File: src/rtl/ppfs_pkg.sv
package ppfs_pkg;

    localparam int MAX_SLOTS = 256;
    localparam int SLOT_W    = $clog2(MAX_SLOTS);
    localparam int COORD_W   = 16;
    localparam int PORT_W    = 16;
    localparam int SEL_W     = 8;
    localparam int AGE_W     = 8;
    localparam int LIMIT_W   = 8;
    localparam int SLOTS_W   = 9;
    localparam int CNT_W     = (SLOTS_W > SLOT_W + 1) ? SLOTS_W : SLOT_W + 1;
    localparam int CMP_W     = (SEL_W > SLOT_W) ? SEL_W : SLOT_W;
    localparam int WIDE_W    = 34;

    localparam int CFG_IDX_W  = 4;
    localparam int CFG_DATA_W = 16;
    localparam int S_DATA_W   = 104;
    localparam int S_USER_W   = 2;
    localparam int M_DATA_W   = 120;
    localparam int M_USER_W   = 2;

    localparam logic [CFG_IDX_W-1:0] REG_SLOTS_IN_USE = 4'd0;
    localparam logic [CFG_IDX_W-1:0] REG_SPLASH_LIMIT = 4'd1;

    localparam logic [SLOTS_W-1:0] SLOTS_RESET = 9'd256;
    localparam logic [LIMIT_W-1:0] LIMIT_RESET = 8'd30;

    localparam logic signed [WIDE_W-1:0] COORD_MAX =
        {{(WIDE_W-COORD_W+1){1'b0}}, {(COORD_W-1){1'b1}}};
    localparam logic signed [WIDE_W-1:0] COORD_MIN = ~COORD_MAX;

    typedef enum logic [1:0] {
        OP_TICK  = 2'd0,
        OP_SPAWN = 2'd1,
        OP_READ  = 2'd2,
        OP_NOP   = 2'd3
    } op_t;

    typedef enum logic [1:0] {
        STAT_TICK_DONE = 2'd0,
        STAT_SPAWNED   = 2'd1,
        STAT_FULL      = 2'd2,
        STAT_READ_DATA = 2'd3
    } status_t;

    typedef enum logic [1:0] {
        MODE_DEAD   = 2'd0,
        MODE_FALL   = 2'd1,
        MODE_SPLASH = 2'd2
    } mode_t;

    typedef enum logic {
        ST_IDLE = 1'b0,
        ST_WALK = 1'b1
    } ctrl_state_t;

    typedef logic signed [COORD_W-1:0] coord_t;

    // One command travelling down the row of slot cells.
    typedef struct packed {
        logic                   valid;
        op_t                    op;
        logic [SEL_W-1:0]       sel;
        logic [SLOT_W-1:0]      idx;
        logic                   found;
        logic [SLOT_W-1:0]      found_idx;
        mode_t                  mode;
        coord_t [2:0]           pos;
        coord_t [2:0]           vel;
        logic [AGE_W-1:0]       age;
    } tok_t;

    typedef struct packed {
        logic                   advance;
        logic [SLOT_W:0]        n_active;
        logic [LIMIT_W-1:0]     splash_limit;
    } cell_ctrl_t;

    function automatic coord_t sat_coord(input logic signed [WIDE_W-1:0] v);
        coord_t r;
        if (v > COORD_MAX) begin
            r = COORD_MAX[COORD_W-1:0];
        end else if (v < COORD_MIN) begin
            r = COORD_MIN[COORD_W-1:0];
        end else begin
            r = v[COORD_W-1:0];
        end
        return r;
    endfunction

    function automatic coord_t sat_add(input coord_t a, input coord_t b);
        logic signed [WIDE_W-1:0] s;
        s = WIDE_W'(a) + WIDE_W'(b);
        return sat_coord(s);
    endfunction

    function automatic coord_t from_port(input logic signed [PORT_W-1:0] p);
        return sat_coord(WIDE_W'(p));
    endfunction

    function automatic logic [PORT_W-1:0] to_port(input coord_t c);
        logic signed [WIDE_W-1:0] w;
        w = WIDE_W'(c);
        return w[PORT_W-1:0];
    endfunction

endpackage

File: src/rtl/ppfs_cell.sv
module ppfs_cell (
    input  logic                 aclk,
    input  logic                 aresetn,
    input  ppfs_pkg::cell_ctrl_t ctrl,
    input  ppfs_pkg::tok_t       tok_in,
    output ppfs_pkg::tok_t       tok_out
);

    ppfs_pkg::mode_t                     mode_reg, mode_next;
    ppfs_pkg::coord_t [2:0]              pos_reg, pos_next;
    ppfs_pkg::coord_t [2:0]              vel_reg, vel_next;
    logic [ppfs_pkg::AGE_W-1:0]          age_reg, age_next;
    ppfs_pkg::tok_t                      tok_reg, tok_next;

    ppfs_pkg::coord_t [2:0]              pos_sum;
    logic [ppfs_pkg::AGE_W:0]            age_inc;
    logic                                in_use;
    logic                                sel_hit;

    always_comb begin
        for (int k = 0; k < 3; k++) begin
            pos_sum[k] = ppfs_pkg::sat_add(pos_reg[k], vel_reg[k]);
        end
        age_inc = {1'b0, age_reg} + (ppfs_pkg::AGE_W+1)'(1);
        in_use  = {1'b0, tok_in.idx} < ctrl.n_active;
        sel_hit = ppfs_pkg::CMP_W'(tok_in.sel) == ppfs_pkg::CMP_W'(tok_in.idx);

        mode_next = mode_reg;
        pos_next  = pos_reg;
        vel_next  = vel_reg;
        age_next  = age_reg;
        tok_next  = tok_reg;

        if (ctrl.advance) begin
            tok_next     = tok_in;
            tok_next.idx = tok_in.idx + ppfs_pkg::SLOT_W'(1);
            if (tok_in.valid) begin
                unique case (tok_in.op)
                    ppfs_pkg::OP_TICK: begin
                        if (in_use) begin
                            unique case (mode_reg)
                                ppfs_pkg::MODE_FALL: begin
                                    pos_next = pos_sum;
                                    // Height at or below the ground ends the fall.
                                    if (pos_sum[1][ppfs_pkg::COORD_W-1] || pos_sum[1] == '0) begin
                                        mode_next = ppfs_pkg::MODE_SPLASH;
                                        age_next  = '0;
                                        vel_next  = '0;
                                    end
                                end
                                ppfs_pkg::MODE_SPLASH: begin
                                    age_next = age_inc[ppfs_pkg::AGE_W] ? '1
                                                                        : age_inc[ppfs_pkg::AGE_W-1:0];
                                    if (age_inc > {1'b0, ctrl.splash_limit}) begin
                                        mode_next = ppfs_pkg::MODE_DEAD;
                                    end
                                end
                                default: begin
                                end
                            endcase
                        end
                    end
                    ppfs_pkg::OP_SPAWN: begin
                        if (in_use && !tok_in.found && mode_reg == ppfs_pkg::MODE_DEAD) begin
                            mode_next          = ppfs_pkg::MODE_FALL;
                            age_next           = '0;
                            pos_next           = tok_in.pos;
                            vel_next           = tok_in.vel;
                            tok_next.found     = 1'b1;
                            tok_next.found_idx = tok_in.idx;
                        end
                    end
                    ppfs_pkg::OP_READ: begin
                        if (sel_hit) begin
                            tok_next.mode = mode_reg;
                            tok_next.pos  = pos_reg;
                            tok_next.vel  = vel_reg;
                            tok_next.age  = age_reg;
                        end
                    end
                    default: begin
                    end
                endcase
            end
        end
    end

    always_ff @(posedge aclk) begin
        if (!aresetn) begin
            mode_reg      <= ppfs_pkg::MODE_DEAD;
            pos_reg       <= '0;
            vel_reg       <= '0;
            age_reg       <= '0;
            tok_reg.valid <= 1'b0;
        end else begin
            mode_reg <= mode_next;
            pos_reg  <= pos_next;
            vel_reg  <= vel_next;
            age_reg  <= age_next;
            tok_reg  <= tok_next;
        end
    end

    assign tok_out = tok_reg;

endmodule

File: config.mk
export PLATFORM = sky130hd
export DESIGN_NAME = ppfs_cell
export DESIGN_NICKNAME = d
export VERILOG_FILES = /design/src/rtl/ppfs_pkg.sv /design/src/rtl/ppfs_cell.sv
export SDC_FILE = /design/constraint.sdc
export NUM_CORES = 1
export LEC_CHECK = 0
export BUFFER_PORTS_ARGS = -buffer_cell sky130_fd_sc_hd__buf_2
export CELL_PAD_IN_SITES_DETAIL_PLACEMENT = 0
export CELL_PAD_IN_SITES_GLOBAL_PLACEMENT = 1
export CORE_MARGIN = 2
export CORE_UTILIZATION = 47
export CTS_BUF_LIST = sky130_fd_sc_hd__clkbuf_4
export DETAILED_ROUTE_END_ITERATION = 16
export GPL_TIMING_DRIVEN = 0
export HOLD_SLACK_MARGIN = 0.1
export PLACE_DENSITY = 0.84
export SKIP_LAST_GASP = 1
export SLEW_MARGIN = 20
export SYNTH_ARGS = -nofsm -noshare
export SYNTH_HDL_FRONTEND = slang
export SYNTH_SLANG_ARGS = --single-unit
File: constraint.sdc
create_clock -name aclk -period 8.6 [get_ports aclk]
set_input_delay 1.72 -clock aclk [delete_from_list [all_inputs] [get_ports aclk]]
set_output_delay 1.72 -clock aclk [all_outputs]
set_load 0.01 [all_outputs]
; Word level (Yosys, flattened, before mapping)
; Cells that the tools add are included.
[word_totals]
register_bits = 240
input_bits = 154
output_inout_bits = 134
wordCells = 92
[classes]
addsub = 5
n_lt_le_gt_ge = 8
n_eq_ne = 12
n_mux = 32
n_reduce_logical = 13
[ops]
columns = cell, n
row1 = $mux W48, 7
row2 = $mux W106, 2
row3 = $pmux W48 S2, 2
row4 = $mux W115, 1
row5 = $mux W16, 6
row6 = $add A16 B16 Y17, 3
row7 = $gt A17 B16 Y1 const B, 3
row8 = $lt A17 B16 Y1 const B, 3
row9 = $mux W8, 4
row10 = $pmux W8 S2, 2
row11 = $mux W9, 2
row12 = $logic_not A16 Y1, 1
row13 = $reduce_and A7 Y1, 2
row14 = $add A8 B1 Y9 const B, 1
row15 = $gt A9 B8 Y1, 1
row16 = $lt A8 B9 Y1, 1
row17 = $add A8 B1 Y8 const B, 1
row18 = $eq A8 B8 Y1, 1
row19 = $mux W2, 4
row20 = $pmux W2 S2, 2
row21 = $reduce_and A8 Y1, 1
row22 = $ne A2 B2 Y1 const B, 3
row23 = $ne A3 B3 Y1 const B, 2
row24 = $reduce_and A6 Y1, 1
row25 = 10 further kinds, 14

; Longest topological paths before layout
[logic_depth]
ltp_word = 10
ltp_mapped = 14
mapped_depth_nobuf = 13

; Least setup slack after synthesis
; OpenSTA, ideal clock, no wires.
[synth_path]
path_kind = in2reg
startpoint = input port aresetn
endpoint = register tok_reg, in the netlist tok_out[0] (enable)
setup_time_ps = 508
t_arrival_ps = 5291
required_time_ps = 8092
setup_slack_ps = 2801
stages = 3
n_path_buf = 2
path_cell_list = clkbuf_1 > clkbuf_1 > and2_1
[synth_via]
elab_chain_cells = 1
[synth_lines]
columns = element, line
row1 = start: declaration, ppfs_cell.sv:3  ; input logic aresetn,
row2 = $reduce_and A2 Y1 (no source line), n/a
row3 = end signal: assignment, ppfs_cell.sv:100  ; tok_reg <= tok_next;
row4 = end: declaration, ppfs_cell.sv:13  ; ppfs_pkg::tok_t tok_reg, tok_next;
; No other way between the ends.
; A chain may end at the register's enable or synchronous reset.

; Final worst setup path
[layout_path]
startpoint = input port tok_in[122] (netlist name)
endpoint = register tok_reg, in the netlist tok_out[103] (data pin)
[layout_via]
elab_chain_cells = 4
[layout_lines]
columns = element, line
row1 = start: declaration, ppfs_cell.sv:5  ; input ppfs_pkg::tok_t tok_in,
row2 = $eq A8 B8 Y1, ppfs_cell.sv:26  ; sel_hit = ppfs_pkg::CMP_W'(tok_in.sel) == ppfs_pkg::CMP_W'(tok_in.idx);
row3 = $mux W106, ppfs_cell.sv:74  ; if (sel_hit) begin
row4 = $mux W106, ppfs_cell.sv:38  ; unique case (tok_in.op)
row5 = $mux W115, ppfs_cell.sv:37  ; if (tok_in.valid) begin
; No other way between the ends.

==> flow_metrics.env <==
export IMPL_status="complete, no violations"
export IMPL_postCtsSetupRepairBufs=0
export IMPL_post_cts_resize_count=0
export IMPL_seq_area_frac_synth_pct=46.57
export IMPL_stdcell_count=2058
export IMPL_clock_sinks=240
export IMPL_drt_total_wl_microns=41420
export IMPL_most_common_layout_cells="buf_2 (291), edfxtp_1 (133), mux2_2 (112), nand2_1 (112), dfxtp_1 (107)"
export IMPL_ios=288
export IMPL_dieWidth_microns=171.4
export IMPL_worst_pin_slew_ns=0.9568
export IMPL_grtUsageTotal_pct=28.03
export IMPL_grt_start_max_net_pins=52
export IMPL_post_dp_hpwl_microns=31300
export IMPL_antenna_found_initial=4
export IMPL_power_total_w=0.002647
export IMPL_ys_warn_count=0
export IMPL_fin_worst_skew_ns=0.04255
export IMPL_min_period_ns=4.103
export IMPL_synth_edff_count=133
export IMPL_grt_setup_unrepaired="false"
export IMPL_period_share_pct=47.71
export IMPL_start_util_pct=47.56
export IMPL_synthToLayoutAreaGrowth_pct=21.88
export IMPL_max_cap_violations=0
export IMPL_peakVddDrop_v=0.00008987
export IMPL_synth_seq_cells=240
export IMPL_critPathMaxFanout=10
export IMPL_drc=0
export IMPL_clockBufferDepth=3
export IMPL_cp_required_ns=9.01
export IMPL_vias_per_cell=5.561
export IMPL_fill_cells=2481
export IMPL_leakagePower_nw=7.030
export IMPL_gr_total_overflow=0
export IMPL_gp_congestion=0.9316
export IMPL_drt_iter0_drc=753
export IMPL_die_h_microns=171.4
export IMPL_synth_nets=1486
export IMPL_hp_class="register to register"
export IMPL_ys_async_sr_fraction_pct=0
export IMPL_power_density_nw_per_um2=164.8
export IMPL_final_common_cell="buf_2"
export IMPL_finalSetupViolations=0
export IMPL_synthFlopType="edfxtp_1"
export IMPL_die_area_sq_um=29390
export IMPL_path_clk_slew_ns=0.07
export IMPL_core_area_sq_um=27710
export IMPL_root_buffer="clkbuf_4"
export IMPL_fin_tns_setup_ns=0
export IMPL_grt_pass1_vias=11270
export IMPL_crit_type="input port to register"
export IMPL_cts_tree="yes"
export IMPL_slew_viol_final=0
export IMPL_syn_inst=1264
export IMPL_htree_levels=3
export IMPL_crit_arrival_ns=4.51
export IMPL_wire_per_inst_microns=20.13
export IMPL_largest_reg_flops=134
export IMPL_port_buffers=286
export IMPL_grt_pass1_wl_microns=62730
export IMPL_synth_cell_types=69
export IMPL_worst_hold_slack_ns=0.4787
export IMPL_start_kind="input port"
export IMPL_crit_path_end_kind="register"
export IMPL_std_cell_rows=61
export IMPL_syn_area_per_cell_sq_um=10.42
export IMPL_fin_nets=1846
export IMPL_syn_area_sq_um=13180
export IMPL_ant_nets=0
export IMPL_cts_hold_fix_buffers=0
export IMPL_insertion_delay_ns=0.68
export IMPL_numCtsBuffers=69
export IMPL_drive_above_1_share_pct=32.66
export IMPL_hold_violations=0
export IMPL_clock_fmax_mhz=243.7
export IMPL_relSlewSlack_pct=36.21
export IMPL_dpl_instance_area_sq_um=15150
export IMPL_fin_area_sq_um=16060
export IMPL_dp_cells=1931
export IMPL_drtPass1Iterations=5
export IMPL_vias=11440
==> routing by layer <==
| layer | GRT usage [%] | share of wire [%] |
|---|---|---|
| met4 | 9.654 | 2.4 |
| met5 | 0 | 0.031 |
| met3 | 5.890 | 7.6 |
| met1 | 36.04 | 43 |
| met2 | 46.87 | 47 |
==> stage by stage <==
stage	worst slack (ns)	util [%]
after global placement	0.5125	54.43
after CTS	4.566	57.95
after floorplan	2.801	-
after detailed placement	3.874	54.67
after global routing	4.300	57.96
final	4.497	57.96
==> synthesized netlist by cell type (15+ instances only) <==
cell type,n,share of area [%]
a211oi_1,21,1.2
nand3_1,72,2.7
mux2i_1,53,4.0
o21ai_0,80,3.0
o21a_1,15,0.85
xnor2_1,27,1.8
inv_1,28,0.80
xor2_1,19,1.3
clkbuf_1,54,1.5
mux2_2,112,9.6
a21oi_1,97,3.7
edfxtp_1,133,30
a21o_1,21,1.2
o211ai_1,15,0.85
nand2_1,112,3.2
ha_1,65,6.2
nor3_1,16,0.61
nor2_1,61,1.7
dfxtp_1,107,16
==> worst paths after layout <==
| kind | slack (ns) | end | cells after the start | startpoint |
|---|---|---|---|---|
| worst max-delay path | 4.50 | tok_out[103]$_DFFE_PP_ | 8 | tok_in[122] |
| worst max register to register | 4.73 | vel_reg[27]$_SDFFE_PN0P_ | 14 | vel_reg[16]$_SDFFE_PN0P_ |
| worst min-delay path | 0.48 | vel_reg[26]$_SDFFE_PN0P_ | 2 | vel_reg[26]$_SDFFE_PN0P_ |
| worst min register to register | 0.48 | vel_reg[26]$_SDFFE_PN0P_ | 2 | vel_reg[26]$_SDFFE_PN0P_ |
==> power breakdown <==
part | switching, W | internal [W] | leakage, nW
Combinational | 0.000155 | 0.000109 | 4.38
Clock | 0.000507 | 0.000594 | 0.538
Sequential | 0.0000178 | 0.00126 | 2.11
==> area by class of cell <==
type | count | area [sq um] | area share, %
Antenna cell | 2 | 5.005 | 0.03116
Clock inverter | 19 | 112.6 | 0.7012
Tap cell | 378 | 473.0 | 2.945
Sequential cell | 240 | 6136 | 38.21
Multi-Input combinational cell | 927 | 6635 | 41.32
Clock buffer | 106 | 795.8 | 4.955
Timing Repair Buffer | 289 | 1494 | 9.303
Inverter | 29 | 108.9 | 0.6778
Buffer | 68 | 299.0 | 1.862
==> cell families after synthesis <==
family                   after synthesis  share of synthesized area [%]
flip-flops                           240                          46.57
AO/OA/AOI/OAI                        317                          15.15
AND/OR/NAND/NOR                      330                          11.83
adder cells (fa/ha/maj)               69                          6.704
buffers and inverters                 97                          3.095
multiplexers                         165                          13.60
XOR/XNOR                              46                          3.058
==> worst max-delay path, cell delays in order <==
cell and delay [ns]:
buf_2 0.15, xnor2_1 0.21, nand4_1 0.15, nor4_1 0.25, nand4_1 0.71, clkbuf_1 0.48
buf_1 0.42, mux2_2 0.41
Note: power is estimated with default switching activity, not from simulation.
